$ cat config.mk
export PLATFORM = sky130hd
export DESIGN_NAME = frmix_fifo
export DESIGN_NICKNAME = d
export VERILOG_FILES = /design/src/hdl/frmix_pkg.sv /design/src/hdl/frmix_fifo.sv
export SDC_FILE = /design/constraint.sdc
export NUM_CORES = 1
export LEC_CHECK = 0
export ABC_CLOCK_PERIOD_IN_PS = 3600
export BUFFER_PORTS_ARGS = -buffer_cell sky130_fd_sc_hd__buf_2
export CAP_MARGIN = 10
export CORE_ASPECT_RATIO = 0.5
export CORE_MARGIN = 2
export CORE_UTILIZATION = 47
export DETAILED_ROUTE_END_ITERATION = 7
export HOLD_SLACK_MARGIN = 0.05
export PLACE_DENSITY = 0.87
export RECOVER_POWER = 25
export SLEW_MARGIN = 40
export SYNTH_ARGS = -nofsm -noshare
export SYNTH_HDL_FRONTEND = slang
export SYNTH_SLANG_ARGS = --single-unit
$ cat constraint.sdc
create_clock -name clk -period 3.6 [get_ports clk]
set_clock_uncertainty 0.05 [all_clocks]
set_input_delay 0.18 -clock clk [delete_from_list [all_inputs] [get_ports clk]]
set_output_delay 0.18 -clock clk [all_outputs]
set_load 0.01 [all_outputs]
$ cat src/hdl/frmix_pkg.sv
// Package for the fold-and-replace mixer: shared item type, constants and the fold functions.
// Used by frmix_front, frmix_fifo, frmix_round and fold_replace_mixer.
// No dependencies.
package frmix_pkg;

    localparam int ROUNDS_DEF  = 4;
    localparam int QUEUE_DEPTH = 2;

    localparam logic [63:0] CUBIC_COEF = 64'd486662;
    localparam logic [15:0] FOLD_LIMIT = 16'd255;

    typedef struct packed {
        logic [63:0] value;
        logic        mode;
        logic        need;
    } item_t;

    function automatic logic [15:0] fold16(input logic [63:0] v);
        fold16 = v[63:48] ^ v[47:32] ^ v[31:16] ^ v[15:0];
    endfunction

    function automatic logic fold_low(input logic [63:0] v);
        fold_low = (fold16(v) < FOLD_LIMIT);
    endfunction

endpackage

$ cat src/hdl/frmix_fifo.sv
// Short request queue between the mixer front end and the round pipeline.
// Depends on frmix_pkg for the item type and depth.
// Head entry is presented directly on the pop side.
module frmix_fifo
(
    input  logic             clk,
    input  logic             rst_n,
    input  logic             push,
    input  frmix_pkg::item_t push_item,
    output logic             full,
    input  logic             pop,
    output logic             empty,
    output frmix_pkg::item_t pop_item
);

    localparam int DEPTH = frmix_pkg::QUEUE_DEPTH;
    localparam int AW    = (DEPTH > 1) ? $clog2(DEPTH) : 1;
    localparam int CW    = $clog2(DEPTH + 1);

    frmix_pkg::item_t entry_reg [DEPTH];
    logic [AW-1:0]    wr_ptr_reg;
    logic [AW-1:0]    wr_ptr_next;
    logic [AW-1:0]    rd_ptr_reg;
    logic [AW-1:0]    rd_ptr_next;
    logic [CW-1:0]    count_reg;
    logic [CW-1:0]    count_next;
    logic             do_push;
    logic             do_pop;

    assign full     = (count_reg == CW'(DEPTH));
    assign empty    = (count_reg == '0);
    assign do_push  = push && !full;
    assign do_pop   = pop && !empty;
    assign pop_item = entry_reg[rd_ptr_reg];

    always_comb
    begin
        wr_ptr_next = wr_ptr_reg;
        rd_ptr_next = rd_ptr_reg;
        count_next  = count_reg;
        if (do_push)
        begin
            wr_ptr_next = (wr_ptr_reg == AW'(DEPTH - 1)) ? '0 : wr_ptr_reg + 1'b1;
        end
        if (do_pop)
        begin
            rd_ptr_next = (rd_ptr_reg == AW'(DEPTH - 1)) ? '0 : rd_ptr_reg + 1'b1;
        end
        if (do_push && !do_pop)
        begin
            count_next = count_reg + 1'b1;
        end
        else if (do_pop && !do_push)
        begin
            count_next = count_reg - 1'b1;
        end
    end

    always_ff @(posedge clk or negedge rst_n)
    begin
        if (!rst_n)
        begin
            wr_ptr_reg <= '0;
            rd_ptr_reg <= '0;
            count_reg  <= '0;
        end
        else
        begin
            wr_ptr_reg <= wr_ptr_next;
            rd_ptr_reg <= rd_ptr_next;
            count_reg  <= count_next;
        end
    end

    always_ff @(posedge clk)
    begin
        if (do_push)
        begin
            entry_reg[wr_ptr_reg] <= push_item;
        end
    end

endmodule

# Yosys cells after proc, flatten, opt, wreduce, memory -nomap -nowiden
# Memory sizes are Yosys's and may differ from the RTL's.
# Index checks and enable logic that the tools add are counted.
totals:
  n_memories: 1
  in_bits: 70
  regBits: 4
  output_inout_bits: 68
  mem_bits_rw: 132
  wordCells: 25
classes:
  eq_ne: 1
  n_reduce_logical: 10
  muxes: 6
  addsub: 4
memory_table:
  columns: ["memory", "words", "width", "rd", "rd_ports_with_merged_regs", "write_ports", "line", "source"]
  rows:
  - ["entry_reg", 2, 66, 1, 0, 1, "frmix_fifo.sv:20", "frmix_pkg::item_t entry_reg [DEPTH];"]
ops:
  columns: ["op", "count"]
  rows:
  - ["1-bit logical AND", 4]
  - ["1-bit logical NOT", 4]
  - ["1-bit two-way mux", 4]
  - ["2-bit two-way mux", 2]
  - ["1-bit adder, second input constant", 2]
  - ["2-bit by 1-bit adder with 2-bit output, second input constant", 1]
  - ["2-bit equality test, second input constant", 1]
  - ["2-bit logical NOT", 1]
  - ["2-bit nonzero test", 1]
  - ["2-bit by 1-bit subtractor with 2-bit output, second input constant", 1]

# Longest topological paths before layout
logic_depth:
  ltp_word: 7
  mapped_depth: 7
  depth_no_buf: 7

# Worst setup path before layout
# OpenSTA, ideal clock, no wires.
synth_timing:
  kind: "reg-to-reg"
  startpoint: "register count_reg[0]"
  endpoint: "memory entry_reg[0][0] (netlist name) (enable)"
  path_buffers: 0
  required_ps: 3060
  path_stages_with_launch: 4
  setup_ps: 490
  period_less_slack_ps: 3943
  slack_ps: -343
  arrival_time_ps: 3403
  path_cell_list: "dfrtp_1 > nand2b_1 > nand2_1 > nor2_1"
synth_via:
  elab_chain_cells: 5
synth_lines:
  columns: ["element", "line", "source"]
  rows:
  - ["from (decl)", "frmix_fifo.sv:25", "logic [CW-1:0] count_reg;"]
  - ["from (signal assigned)", "frmix_fifo.sv:71", "count_reg <= count_next;"]
  - ["2-bit equality test", "frmix_fifo.sv:30", "assign full = (count_reg == CW'(DEPTH));"]
  - ["1-bit logical NOT", "frmix_fifo.sv:32", "assign do_push = push && !full;"]
  - ["1-bit logical AND", "frmix_fifo.sv:32", null]
  - ["1-bit two-way mux", "frmix_fifo.sv:77", "if (do_push)"]
  - ["1-bit two-way mux (not written as such)", "frmix_fifo.sv:79", "entry_reg[wr_ptr_reg] <= push_item;"]
  - ["to (decl)", "frmix_fifo.sv:20", null]
# No other way between the ends.

==> run metrics <==
startpoint of the worst setup timing path=rd_ptr_reg; overall routing resource usage=0.217; critical path peak fanout=27; area taken by flip-flops and latches=4070 um^2; DRC violations left=0; cell at the slowest stage of the critical path=sky130_fd_sc_hd__dfrtp_4; cell depth of the worst flop-to-flop path=4; overall power after layout=between 5 and 6 mW; pins over their slew limit=0; Clk Latency, worst-skew pair=0.41 ns; fin crit period=2.32 ns; Post-DRT Antenna Nets=0; arrival time at the worst endpoint=2.09 ns; crit share post-route=0.644; Post-Syn Instances=224; top library cells by usage in the layout, fill and taps aside=sky130_fd_sc_hd__edfxtp_1 (132), sky130_fd_sc_hd__buf_2 (103), sky130_fd_sc_hd__dlygate4sd3_1 (67); initial antenna violation count=0; multi-input gate area in the final layout=957 um^2; Syn Std Cell Area=~5100 um^2; Highest Clock Rate=431 MHz; result of the run=complete, no violations; fin util=0.695; DR vias=3021; actual slew at the worst max-slew pin=0.528 ns; half-perimeter wire length of the detailed placement result=6410 um; final standard cell area without fillers=slightly above 7000 um^2; leftover overflow at the end of global routing=0; accumulated negative setup slack=0 ns; flip-flop and latch count after synthesis=136; net count of the mapped netlist=295; die extent in y=approximately 77 um; part of the Yosys area used for sequential elements=0.801; total leakage power=2.76 nW; number of buffers created by CTS=17; placement-stage worst setup slack=1.57 ns; setup repair after global routing missed its margin=no; net total in the final layout=516; Most Used Layer, Global Route=met2; Bufs on Longest Clock Path=2; global-route wire length before repair=18400 um; classification of the worst-slack hold path=input port to flop; starting density of the core=0.490; relative slew slack=0.648; reg-to-reg slack, setup=1.73 ns; core area=10300 um^2; worst setup path class=flop to primary output; number of warning messages in the yosys log=0; Power per Cell Area=808 nW/um^2; proportion of netlist area held by the largest area contributor=0.781; hold violation count in the final report=0; sink count of the clock tree=roughly 140; clock tree from TritonCTS=built; # rows=26; Detailed Routing Iterations Pass 1=4; maximum number of pins on one net before global-route repair=39; share of post-route cells with drive strength above 1=0.452; endpoint kind of the worst setup timing path=primary output; number of max-cap violations=0; met3 usage=0.0553; Final Setup Violations=0; clock slew at reported path FFs=0.06 ns; Largest register FFs=132; critical path capture point=pop_item[49]; M1 GR Usage=0.239; Ant. Diodes=0; H-tree level count=4; Die W=approximately 150 um; via count of the first global-routing pass=3376; synth unique cells=16; post-detailed-route wirelength per cell=~20 um; Worst Slack Setup Final=about 1.3 ns; data required time of the critical path=3.37 ns; I/O pins=about 140; WL final=around 12000 um; Post-CTS Resized=0; Post-Layout Cell Count=roughly 600; GR met2 Demand/Resource=0.395; Die Area=11700 um^2; cell area reported after detailed placement=roughly 6000 um^2; placer congestion estimate=0.750; cell taking the most area after synthesis=sky130_fd_sc_hd__edfxtp_1; critical register-to-register path startpoint=count_reg[0]; cell types occupying the most area after synthesis=sky130_fd_sc_hd__edfxtp_1 (78%), sky130_fd_sc_hd__mux2_4 (8.9%), sky130_fd_sc_hd__mux2_2 (8.0%); cells along the critical path=buf_12, buf_16, mux2_2, buf_2; master cell of the clock root buffer=sky130_fd_sc_hd__clkbuf_16; Iteration-0 DRC Markers=260; Hold Startpoint=pop; tightest hold margin=~0.099 ns; r2r endpoint=entry_reg[0][13]; Layout Area Growth over Synthesis=41.8%; Max IR drop VDD=480 uV; Post-Syn Area per Cell=approximately 23 um^2; count of buffers inserted at the top-level ports=137; count of placed standard cells including taps=around 500; critical path launch point type=flop; critical path's largest stage delay=about 0.66 ns; Fillers=between 600 and 700; routed via count divided by cell count=between 5 and 6; most common cell after layout, fill and taps aside=sky130_fd_sc_hd__edfxtp_1
[power breakdown]
part / switching [mW] / internal [mW]
sequential: 0.177 / 2.17
clock: 0.649 / 1.08
combinational: 0.874 / 0.854
[worst min-delay path by stage]
stage | cells after the start | end
2_1_floorplan | 0 | count_reg[0]
3_3_place_gp | 1 | wr_ptr_reg
3_5_place_dp | 1 | wr_ptr_reg
4_1_cts | 2 | wr_ptr_reg
5_1_grt | 3 | rd_ptr_reg
6_report | 3 | rd_ptr_reg
[critical path, delay by kind of cell (launching register included)]
family	cells	cell delay (ns)
muxes	1	0.36
buffers and inverters	3	0.64
DFF	1	0.66
[kinds of logic (layout without fill, tap and decap cells)]
family,after synthesis,in the layout,share of synthesized area
AOI/OAI and AO/OA,1,1,0.000986
xor gates and xnor gates,5,5,0.00864
adders and majority gates,1,1,0.00247
buffers and inverters,9,243,0.0126
DFF,136,136,0.801
muxes,66,66,0.169
and+or+nand+nor,6,6,0.00543
[area by class of cell]
cell class / count / area share
clock buffers: 19 / 0.0602
multi-input cells: 79 / 0.133
clock inverters: 13 / 0.0216
well taps: 140 / 0.0244
inverters: 2 / 0.00104
flip-flops and latches: 136 / 0.565
repair buffers: 209 / 0.194
[routing by layer]
layer	wire length [um]	vias up
met3	540	25
met5	0	-
met4	349	0
met1	4560	1537
met2	6700	128
li1	-	1331
[what timing repair did]
item / in CTS / in global routing
hold endpoints to repair: 136 / 0
hold buffers: 67 / 0
buffers inserted: 0 / 0
[Yosys cell counts, drive strengths merged]
cell	instances
edfxtp	132
o21ai	1
buf	7
dfrtp	4
nand2	1
inv	2
and3	1
nand2b	1
mux2	66
xor2	2
xnor2	3
ha	1
nor2	3
(Power assumes the default switching activity.)
