[src/hdl/frmix_pkg.sv]
// Package for the fold-and-replace mixer: shared item type, constants and the fold functions.
// Used by frmix_front, frmix_fifo, frmix_round and fold_replace_mixer.
// No dependencies.
package frmix_pkg;

    localparam int ROUNDS_DEF  = 4;
    localparam int QUEUE_DEPTH = 2;

    localparam logic [63:0] CUBIC_COEF = 64'd486662;
    localparam logic [15:0] FOLD_LIMIT = 16'd255;

    typedef struct packed {
        logic [63:0] value;
        logic        mode;
        logic        need;
    } item_t;

    function automatic logic [15:0] fold16(input logic [63:0] v);
        fold16 = v[63:48] ^ v[47:32] ^ v[31:16] ^ v[15:0];
    endfunction

    function automatic logic fold_low(input logic [63:0] v);
        fold_low = (fold16(v) < FOLD_LIMIT);
    endfunction

endpackage

[src/hdl/frmix_front.sv]
// Front end of the mixer: input register, helper mode register and first-round classification.
// Depends on frmix_pkg.
// Pushes classified requests into the queue ahead of the round pipeline.
module frmix_front
(
    input  logic               clk,
    input  logic               rst_n,
    input  logic               in_valid,
    output logic               in_stall,
    input  logic [63:0]        seed_value,
    input  logic               helper_mode_we,
    input  logic               helper_mode_data,
    input  logic               full,
    output logic               push,
    output frmix_pkg::item_t   push_item
);

    logic             mode_reg;
    logic             valid_reg;
    logic             valid_next;
    frmix_pkg::item_t item_reg;
    logic             accept;

    assign push      = valid_reg && !full;
    assign in_stall  = valid_reg && full;
    assign accept    = in_valid && !in_stall;
    assign push_item = item_reg;

    assign valid_next = accept || (valid_reg && !push);

    always_ff @(posedge clk or negedge rst_n)
    begin
        if (!rst_n)
        begin
            mode_reg  <= 1'b0;
            valid_reg <= 1'b0;
        end
        else
        begin
            if (helper_mode_we)
            begin
                mode_reg <= helper_mode_data;
            end
            valid_reg <= valid_next;
        end
    end

    // classify: tag mode and whether the first round applies the helper
    always_ff @(posedge clk)
    begin
        if (accept)
        begin
            item_reg.value <= seed_value;
            item_reg.mode  <= mode_reg;
            item_reg.need  <= frmix_pkg::fold_low(seed_value);
        end
    end

endmodule

[config.mk]
export PLATFORM = sky130hd
export DESIGN_NAME = frmix_front
export DESIGN_NICKNAME = d
export VERILOG_FILES = /design/src/hdl/frmix_pkg.sv /design/src/hdl/frmix_front.sv
export SDC_FILE = /design/constraint.sdc
export NUM_CORES = 1
export LEC_CHECK = 0
export ABC_CLOCK_PERIOD_IN_PS = 4200
export BUFFER_PORTS_ARGS = -buffer_cell sky130_fd_sc_hd__buf_2
export CAP_MARGIN = 20
export CORE_MARGIN = 5
export CORE_UTILIZATION = 34
export DETAILED_ROUTE_END_ITERATION = 12
export HOLD_SLACK_MARGIN = 0.02
export PLACE_DENSITY = 0.66
export SYNTH_ARGS = -nofsm -noshare
export SYNTH_HDL_FRONTEND = slang
export SYNTH_SLANG_ARGS = --single-unit
[constraint.sdc]
create_clock -name clk -period 4.2 [get_ports clk]
set_clock_uncertainty 0.1 [all_clocks]
set_input_delay 0.84 -clock clk [delete_from_list [all_inputs] [get_ports clk]]
set_output_delay 0.84 -clock clk [all_outputs]
set_load 0.005 [all_outputs]
Word-level counts from Yosys, hierarchy flattened --
Index checks and enable logic that the tools add are counted.
Word-level totals: input port bits 70, output and inout port bits 68, register bits after elaboration 68
Cells by class: bitwise operators 3, reductions and logical operators 8, magnitude comparators 1
Operator list (count):
- bitwise XOR 16 bit | 3
- less-than comparator 16 x 8 -> 1 bit, second input constant | 1
- logical AND 1 bit | 4
- zero test 1 bit | 3
- logical OR 1 bit | 1

Longest topological paths before layout --
Gate-level depths: netlist of run 1.
word-level depth 5, gate-level depth with buffers 4, depth with buffers taken out 4

Worst setup path before layout of run 1 --
No wires, ideal clock.
kind input port to flip-flop, start input full, end register item_reg, in the netlist push_item[0] (enable), required time 3.602 ns, slack -0.368 ns, path buffers 0, setup time 0.498 ns, arrival 3.969 ns, stages on the path 2, cells stage by stage and2_1 nor2b_1
On the way: cells in the longest elaborated chain, start to end 3
Ends and longest elaborated chain:
- from (decl) | line frmix_front.sv:13 | input logic full,
- logical AND 1 bit | line frmix_front.sv:25 | assign in_stall = valid_reg && full;
- zero test 1 bit | line frmix_front.sv:26 | assign accept = in_valid && !in_stall;
- logical AND 1 bit | line frmix_front.sv:26
- via accept | line frmix_front.sv:22 | logic accept;
- to (decl) | line frmix_front.sv:21 | frmix_pkg::item_t item_reg;
The timed path passes the listed nets, and every way through them passes these cells. A chain may end at the register's enable or synchronous reset.

Final worst setup path of run 1 --
start input full, end output in_stall
On the way: cells in the longest elaborated chain, start to end 1
Ends and longest elaborated chain:
- logical AND 1 bit | line frmix_front.sv:25
- to (decl) | line frmix_front.sv:9 | output logic in_stall,
No other way between the ends.

==> impl_metrics.yaml, run 1 <==
logic_synthesis:
  synthMostInstantiatedCell: "edfxtp_1"
  seq_area_frac_synth: 0.8060
  synth-edff-count: 66
  synthCells: 126
  synthTopCellsByCount: "edfxtp_1 (66), xnor2_1 (42), xor2_1 (6)"
  syn_nets: 196
  synth_cell_types: 11
  synth_warnings: 0
  ys_ff_latch: 68
  syn-cell-area_sq_mm: 0.002521
  synth-main-ff-cell: "edfxtp_1"
  synth.largest_area_cell: "edfxtp_1"
  synth.area.top_cells: "edfxtp_1 (79%), xnor2_1 (15%), xor2_1 (2.1%)"
  synth_top_area_share: 0.7861
  async_flop_share: 0.02941
  synth.avg_cell_area_sq_um: 20.01
cts:
  cts.hold.buffers_added: 0
  tritoncts: "built"
  clock-sinks: 68
  post_cts_buffers: 0
  h-tree-depth: 3
  clkTransAtPathRegs_ns: 0.07
  clk-insertion-delay-late_ns: 0.32
  cts_buffer_depth: 2
  cts_resized: 0
  cts_root_buffer: "clkbuf_8"
  numCtsBuffers: 9
pwr:
  peakVddDrop_mv: 0.2109
  cellPowerDensity_mw_per_mm2: 428.5
  p_leak_nw: 1.435
global_routing:
  grt-ovfl-total: 0
  grt_pass1_vias: 1559
  grt_max_degree: 30
  grt_pass1_wl_um: 7976
  antenna_found_initial: 0
  grtUsageTotal: 0.1195
layout:
  area_delta_synth_final_pct: 41.19
  fin_nets: 346
  antenna-diode-count: 0
  stdcell_count: 380
  final_layout_size_suffix_gt1_frac: 0.5480
  final_cell_area_sq_mm: 0.003560
  largest_reg_flops: 66
  fin_util: 0.4908
placement:
  place_congestion: 0.7064
  dp_hpwl_um: 4500
  portBuffers: 137
  place_area_sq_mm: 0.003353
  place_inst: 364
routing:
  wl_per_cell_um: 14.74
  drc_errors: 0
  vias: 1628
  wl_um: 5603
  drt_iter0_markers: 68
  ant_nets: 0
  viasPerCell: 4.284
  drt_pass1_iterations: 4
die:
  core_area_sq_mm: 0.007253
  rows: 31
  fp.dieH_um: 96.11
  die_w_um: 96.11
  start_util: 0.3476
  die_area_sq_mm: 0.009237
  ioPinCount: 138
timing:
  finalSetupTns_ns: 0
  hold_violations: 0
  fmax_mhz: 453.5
  slew_headroom: 0.7451
  slew_violations: 0
  period_needed_ns: 2.205
  rsz0062_at_grt: "no"
  setup_viol: 0
  period_share: 0.5251
  worstMarginPinSlew_ns: 0.3815
worst_hold_path:
  hold_path_class: "in2async"
setup_path:
  end_kind: "primary output"
  cp.arrival_ns: 1.27
  path_class: "in2out"
  critPathRequiredTime_ns: 3.26
  crit_fanout: 3
  start_kind: "input port"
job:
  drv_cap: 0
outcome:
  run_status: "complete, no violations"
==> per-layer routing <==
metal / part of all wire / up-vias / track usage
li1: - / 761 / -
met5: 0 / - / 0
met2: 0.52 / 80 / 0.2105
met3: 0.091 / 10 / 0.03362
met4: 0.022 / 0 / 0.06872
met1: 0.36 / 777 / 0.1268
==> worst paths after layout <==
kind	slack, ns	depth (start not counted)	endpoint	startpoint
min in group clk	0.37	0	push_item[1]	mode_reg
min	0.19	1	valid_reg	rst_n
max	1.99	3	in_stall	full
min reg2reg	0.37	0	push_item[1]	mode_reg
max reg2reg	2.43	3	push_item[11]	valid_reg
max in group asynchronous	3.72	1	mode_reg	rst_n
==> area by class of cell <==
cell class	count	area (sq um)
fillers	657	3694
flip-flops and latches	68	2032
repair buffers	139	700.7
multi-input cells	58	496.7
clock buffers	10	127.6
well taps	99	123.9
clock inverters	6	78.83
==> stage by stage <==
stage / setup slack (ns) / hold slack (ns) / power, W
5_1_grt: 1.975 / 0.1676 / 0.001595
2_1_floorplan: 0.9144 / 0.3211 / 0.0008942
4_1_cts: 1.993 / 0.1698 / 0.001549
3_5_place_dp: 1.810 / 0.3510 / 0.0009937
6_report: 1.995 / 0.1880 / 0.001525
3_3_place_gp: 1.865 / 0.3532 / 0.0009911
==> critical path, cell delays in order <==
cell	delay, ns
buf_2	0.10
and2_1	0.19
buf_2	0.14
==> placed cells by master (no fill, tap or decap), types with 2 or more instances in the layout <==
| cell type | synthesis | routed |
|---|---|---|
| buf_2 | 0 | 137 |
| edfxtp_1 | 66 | 66 |
| xnor2_1 | 42 | 42 |
| clkbuf_8 | 0 | 9 |
| xor2_1 | 6 | 6 |
| clkinv_1 | 0 | 3 |
| nor4_1 | 2 | 2 |
| nand4_1 | 2 | 2 |
| bufinv_16 | 0 | 2 |
| dfrtp_1 | 2 | 2 |
| buf_4 | 0 | 2 |
==> kinds of logic after synthesis <==
kind of cell,Yosys count,synth area share
AO/OA/AOI/OAI,1,0.002979
XOR/XNOR,48,0.1667
multiplexers,1,0.004466
AND/OR/NAND/NOR,8,0.01985
flip-flops,68,0.8060
==> report_power, final <==
part           internal, W  total, W  leakage, nW  switching, W
sequential        0.000789  0.000798        0.652    0.00000864
clock             0.000328  0.000551       0.0990      0.000222
combinational    0.0000888  0.000176        0.684     0.0000876
total              0.00121   0.00153         1.44      0.000318
No activity file was read; power rests on OpenSTA's default activity.
==> run 2, diff against run 1 <==
--- a/config.mk
+++ b/config.mk
@@ -5,7 +5,7 @@
 export SDC_FILE = /design/constraint.sdc
 export NUM_CORES = 1
 export LEC_CHECK = 0
-export ABC_CLOCK_PERIOD_IN_PS = 4200
+export ABC_CLOCK_PERIOD_IN_PS = 1900
 export BUFFER_PORTS_ARGS = -buffer_cell sky130_fd_sc_hd__buf_2
 export CAP_MARGIN = 20
 export CORE_MARGIN = 5
==> constraint.sdc (replaced) <==
create_clock -name clk -period 1.9 [get_ports clk]
set_clock_uncertainty 0.1 [all_clocks]
set_input_delay 0.38 -clock clk [delete_from_list [all_inputs] [get_ports clk]]
set_output_delay 0.38 -clock clk [all_outputs]
set_load 0.005 [all_outputs]
==> run 2 against run 1 <==
- sequential cell count unchanged
- global-route usage up 0.62 points
- cell area up 0.42%
- critical path depth down 1
- combinational power up 130%
- total power up 120%
- count of clock-buffer cells in the layout up 1
- non-clock buffer count up 1
- first-iteration DRC count down 10%
- register-to-register slack worse by 1.9 ns
- largest power group unchanged
- worst setup slack worse by 1.6 ns
==> impl_metrics.yaml, run 2 (same netlist as run 1, synthesis figures left out) <==
outcome:
  run_status: "complete, no violations"
setup_path:
  critPathRequiredTime_ns: 1.42
  start_kind: "flop"
  cp.arrival_ns: 0.98
  r2r_end: "push_item[27]"
  crit_fanout: 3
  crit_path_end: "in_stall"
  reg2regPathDepth: 3
  cp-startpoint: "valid_reg"
  r2r-start: "valid_reg"
  reg2reg_slack_ns: 0.54
  end_kind: "primary output"
  path_class: "reg2out"
pwr:
  clkPwrFrac: 0.340
  p_sw_frac: 0.2224
  p_comb_frac: 0.122
  p_int_w: 0.002551
  p_seq_frac: 0.537
  p_leak_nw: 1.443
  peakVddDrop_mv: 0.3982
  cellPowerDensity_mw_per_mm2: 917.7
  switchingPower_w: 0.0007294
job:
  drv_cap: 0
global_routing:
  grt_max_degree: 39
  grt-ovfl-total: 0
  grt_pass1_wl_um: 8224
  antenna_found_initial: 0
  grt_pass1_vias: 1594
  grtUsageTotal: 0.1257
timing:
  slew_violations: 0
  hold_violations: 0
  rsz0062_at_grt: "no"
  setup_viol: 0
  fmax_mhz: 685.0
  period_share: 0.7683
  setup_ws_ns: 0.4402
  period_needed_ns: 1.460
  slew_headroom: 0.7771
  fin_hold_ws_ns: 0.1473
  worstMarginPinSlew_ns: 0.3313
die:
  die_w_um: 96.11
  start_util: 0.3476
  core_area_sq_mm: 0.007253
  die_area_sq_mm: 0.009237
  ioPinCount: 138
  fp.dieH_um: 96.11
  rows: 31
layout:
  area_delta_synth_final_pct: 41.79
  stdcell_count: 381
  register_area_sq_mm: 0.002032
  fin_nets: 347
  multi_input_area_sq_um: 499.2
  nFillCells: 669
  antenna-diode-count: 0
  largest_reg_flops: 66
  final_layout_size_suffix_gt1_frac: 0.5567
  final_cell_mix: "buf_2 (137), edfxtp_1 (66), xnor2_1 (42), clkbuf_8 (9), xor2_1 (6)"
  final_cell_area_sq_mm: 0.003575
  mostFrequentLayoutCell: "buf_2"
routing:
  ant_nets: 0
  vias: 1595
  drc_errors: 0
  viasPerCell: 4.186
  wl_per_cell_um: 14.96
  drt_iter0_markers: 61
  drt_pass1_iterations: 4
  wl_um: 5700
cts:
  numCtsBuffers: 9
  clk-insertion-delay-late_ns: 0.33
  cts_resized: 0
  post_cts_buffers: 0
  cts_root_buffer: "clkbuf_8"
  clkTransAtPathRegs_ns: 0.07
  cts_buffer_depth: 2
  cts.hold.buffers_added: 1
  clock-sinks: 68
  tritoncts: "built"
  h-tree-depth: 3
placement:
  place_area_sq_mm: 0.003381
  portBuffers: 137
  place_ws_ns: 0.2355
  place_inst: 364
  place_congestion: 0.7788
  dp_hpwl_um: 4499
worst_hold_path:
  hold_path_class: "in2reg"
  min-delay-start: "seed_value[22]"
==> run 2: critical path, stage by stage, from the launching register on <==
cell and delay [ns]:
dfrtp_1 0.38, and2_4 0.15, buf_2 0.12
==> run 2: cell type report <==
class	count	area share
multi-input cells	58	0.1397
clock inverters	5	0.01470
clock buffers	11	0.03675
repair buffers	140	0.2058
flip-flops and latches	68	0.5684
well taps	99	0.03465
==> run 2: worst min-delay path by stage <==
stage | depth (start not counted) | endpoint | slack, ns
after floorplan | 0 | mode_reg | -0.02
after global routing | 1 | push_item[9] | 0.12
after CTS | 1 | push_item[8] | 0.12
after global placement | 1 | valid_reg | 0.07
after detailed placement | 1 | valid_reg | 0.07
final | 1 | push_item[24] | 0.15
==> run 2: layer usage <==
| metal | GRT usage | part of all wire | vias to the layer above |
|---|---|---|---|
| met5 | 0 | 0 | - |
| met4 | 0.07464 | 0.020 | 0 |
| met3 | 0.04222 | 0.088 | 10 |
| met2 | 0.2162 | 0.53 | 78 |
| met1 | 0.1326 | 0.36 | 743 |
| li1 | - | - | 764 |
==> run 2: metrics by stage <==
| step | power, W | utilization | TNS, ns |
|---|---|---|---|
| 3_3_place_gp | 0.002198 | 0.4661 | 0 |
| 2_1_floorplan | 0.001977 | - | -9.590 |
| 4_1_cts | 0.003334 | 0.4928 | 0 |
| 6_report | 0.003280 | 0.4928 | 0 |
| 3_5_place_dp | 0.002202 | 0.4661 | 0 |
| 5_1_grt | 0.003446 | 0.4928 | 0 |
==> run 2: power groups by stage <==
| stage | clock network, W | logic (W) | registers, W |
|---|---|---|---|
| 2_1_floorplan | 0 | 0.000166 | 0.00181 |
| 3_3_place_gp | 0 | 0.000405 | 0.00179 |
| 3_5_place_dp | 0 | 0.000407 | 0.00180 |
| 4_1_cts | 0.00116 | 0.000410 | 0.00176 |
| 5_1_grt | 0.00124 | 0.000440 | 0.00177 |
| 6_report | 0.00112 | 0.000402 | 0.00176 |
==> run 3, diff against run 2 <==
--- a/config.mk
+++ b/config.mk
@@ -5,14 +5,13 @@
 export SDC_FILE = /design/constraint.sdc
 export NUM_CORES = 1
 export LEC_CHECK = 0
-export ABC_CLOCK_PERIOD_IN_PS = 1900
+export ABC_CLOCK_PERIOD_IN_PS = 1350
 export BUFFER_PORTS_ARGS = -buffer_cell sky130_fd_sc_hd__buf_2
 export CAP_MARGIN = 20
 export CORE_MARGIN = 5
 export CORE_UTILIZATION = 34
 export DETAILED_ROUTE_END_ITERATION = 12
 export HOLD_SLACK_MARGIN = 0.02
-export PLACE_DENSITY = 0.66
 export SYNTH_ARGS = -nofsm -noshare
 export SYNTH_HDL_FRONTEND = slang
 export SYNTH_SLANG_ARGS = --single-unit
==> constraint.sdc (replaced) <==
create_clock -name clk -period 1.35 [get_ports clk]
set_clock_uncertainty 0.1 [all_clocks]
set_input_delay 0.27 -clock clk [delete_from_list [all_inputs] [get_ports clk]]
set_output_delay 0.27 -clock clk [all_outputs]
set_load 0.005 [all_outputs]
==> run 3 against run 2 <==
- sequential share of layout area down 3.4 points
- total power up 49%
- sequential cell count unchanged
- utilization up 3.2 points
- clock power up 60%
- wire length up 3.7%
- die area unchanged
- hold slack worse by 0.11 ns
- count of clock-buffer cells in the layout down 2
- register-to-register slack worse by 0.54 ns
- combinational power up 54%
- critical path type is now reg2reg
- largest cell class unchanged
- largest power group unchanged
- highest routed layer unchanged
==> impl_metrics.yaml, run 3 (same netlist as run 1, synthesis figures left out) <==
die:
  fp.dieH_um: 96.11
  start_util: 0.3476
  die_area_sq_mm: 0.009237
  rows: 31
  ioPinCount: 138
  core_area_sq_mm: 0.007253
  die_w_um: 96.11
setup_path:
  r2r_end: "push_item[54]"
  slowest_delay_ns: 0.38
  start_kind: "flop"
  crit_fanout: 33
  reg2reg_slack_ns: 0.005
  end_kind: "flop"
  critPathRequiredTime_ns: 1.27
  slowest_stage: "dfrtp_1"
  path_class: "reg2reg"
  path_cells: "and2_4 > nor2b_4 > buf_12"
  cp.arrival_ns: 1.27
  reg2regPathDepth: 3
  r2r-start: "valid_reg"
layout:
  largest_reg_flops: 66
  fin_util: 0.5244
  multi_input_area_sq_um: 505.5
  register_area_sq_mm: 0.002032
  antenna-diode-count: 0
  mostFrequentLayoutCell: "buf_2"
  nFillCells: 636
  area_delta_synth_final_pct: 50.87
  final_cell_mix: "buf_2 (136), edfxtp_1 (66), xnor2_1 (42), dlygate4sd3_1 (18), clkbuf_8 (9)"
  fin_nets: 366
  final_layout_size_suffix_gt1_frac: 0.5382
cts:
  clkTransAtPathRegs_ns: 0.08
  clk-insertion-delay-late_ns: 0.33
  h-tree-depth: 3
  numCtsBuffers: 9
  clock-sinks: 68
  cts_root_buffer: "clkbuf_8"
  post_cts_buffers: 0
  tritoncts: "built"
  cts_buffer_depth: 2
worst_hold_path:
  whs_endpoint: "push_item[22]"
  holdPathStages: 1
  min-delay-start: "seed_value[20]"
  hold_path_class: "in2reg"
pwr:
  cellPowerDensity_mw_per_mm2: 1284
  peakVddDrop_mv: 0.5595
  p_total_w: 0.004883
  p_leak_nw: 1.542
timing:
  period_needed_ns: 1.345
  hold_violations: 0
  fmax_mhz: 743.4
  period_share: 0.9964
  slew_headroom: 0.7973
  setup_viol: 0
  worstMarginPinSlew_ns: 0.3016
  slew_violations: 0
  rsz0062_at_grt: "yes"
global_routing:
  grt_max_degree: 34
  grtUsageTotal: 0.1275
  grt_pass1_vias: 1678
  antenna_found_initial: 0
  grt-ovfl-total: 0
  grt_pass1_wl_um: 8542
routing:
  drc_errors: 0
  ant_nets: 0
  vias: 1654
  drt_iter0_markers: 63
  drt_pass1_iterations: 4
  wl_per_cell_um: 14.78
  viasPerCell: 4.135
  wl_um: 5910
placement:
  place_congestion: 0.7182
  dp_hpwl_um: 4501
  portBuffers: 137
outcome:
  run_status: "complete, no violations"
job:
  drv_cap: 0
[run 3: cell types whose count changed in the layout (fill, tap and decap cells not counted)]
cell	before	now
buf_4	0	2
buf_2	137	136
buf_6	0	1
clkbuf_1	2	0
nor4_2	0	1
nor4_1	2	1
bufinv_16	1	2
dlygate4sd3_1	1	18
clkinv_4	0	1
[run 3: per-layer routing]
layer | share of wire | GRT usage | wire length, um
met5 | 0 | 0 | 0
met2 | 0.53 | 0.2208 | 3138
met3 | 0.079 | 0.04457 | 469
met4 | 0.016 | 0.04976 | 93
met1 | 0.37 | 0.1431 | 2209
[run 3: area by class of cell]
cell class                 count  share of cell area
timing repair buffer         159              0.2437
multi-input combinational     58              0.1329
tap                           99             0.03257
clock inverter                 7             0.02401
clock buffer                   9             0.03257
sequential                    68              0.5342
[run 3: per-stage QoR]
stage | hold WS [ns] | TNS [ns] | area (sq um) | cells | setup slack [ns]
2_1_floorplan | -0.1256 | -43.34 | 2531 | 126 | -0.6566
3_3_place_gp | -0.04178 | -0.4501 | 3396 | 366 | -0.3543
3_5_place_dp | -0.04353 | -0.6593 | 3396 | 366 | -0.3551
4_1_cts | 0.02028 | -0.01947 | 3747 | 395 | -0.01549
5_1_grt | 0.02017 | -1.611 | 3804 | 400 | -0.04410
6_report | 0.03911 | 0 | 3804 | 400 | 0.004837
[run 3: where the power goes]
| group | leakage, nW | internal (W) | switching, W |
|---|---|---|---|
| sequential | 0.652 | 0.00245 | 0.0000244 |
| combinational | 0.781 | 0.000330 | 0.000288 |
| clock | 0.109 | 0.00103 | 0.000755 |
| total | 1.54 | 0.00382 | 0.00107 |
[run 3: worst max-delay path, delay by kind of cell (launching register included)]
family	cells	cell delay [ns]
DFF	1	0.38
buffers and inverters	1	0.23
and+or+nand+nor	2	0.32
[run 3: worst max path at each step]
stage / from / end / slack, ns
after floorplan: valid_reg / push_item[0] / -0.66
after global placement: seed_value[18] / push_item[0] / -0.35
after detailed placement: seed_value[34] / push_item[0] / -0.36
after CTS: valid_reg / in_stall / -0.02
after global routing: valid_reg / in_stall / -0.04
final: valid_reg / push_item[54] / 0.005
[run 3: what timing repair did]
item	in CTS	in global routing
cloned	0	0
hold endpoints to repair	14	5
resized for setup	1	1
hold buffers	13	5
endpoints found under the setup margin	1	69
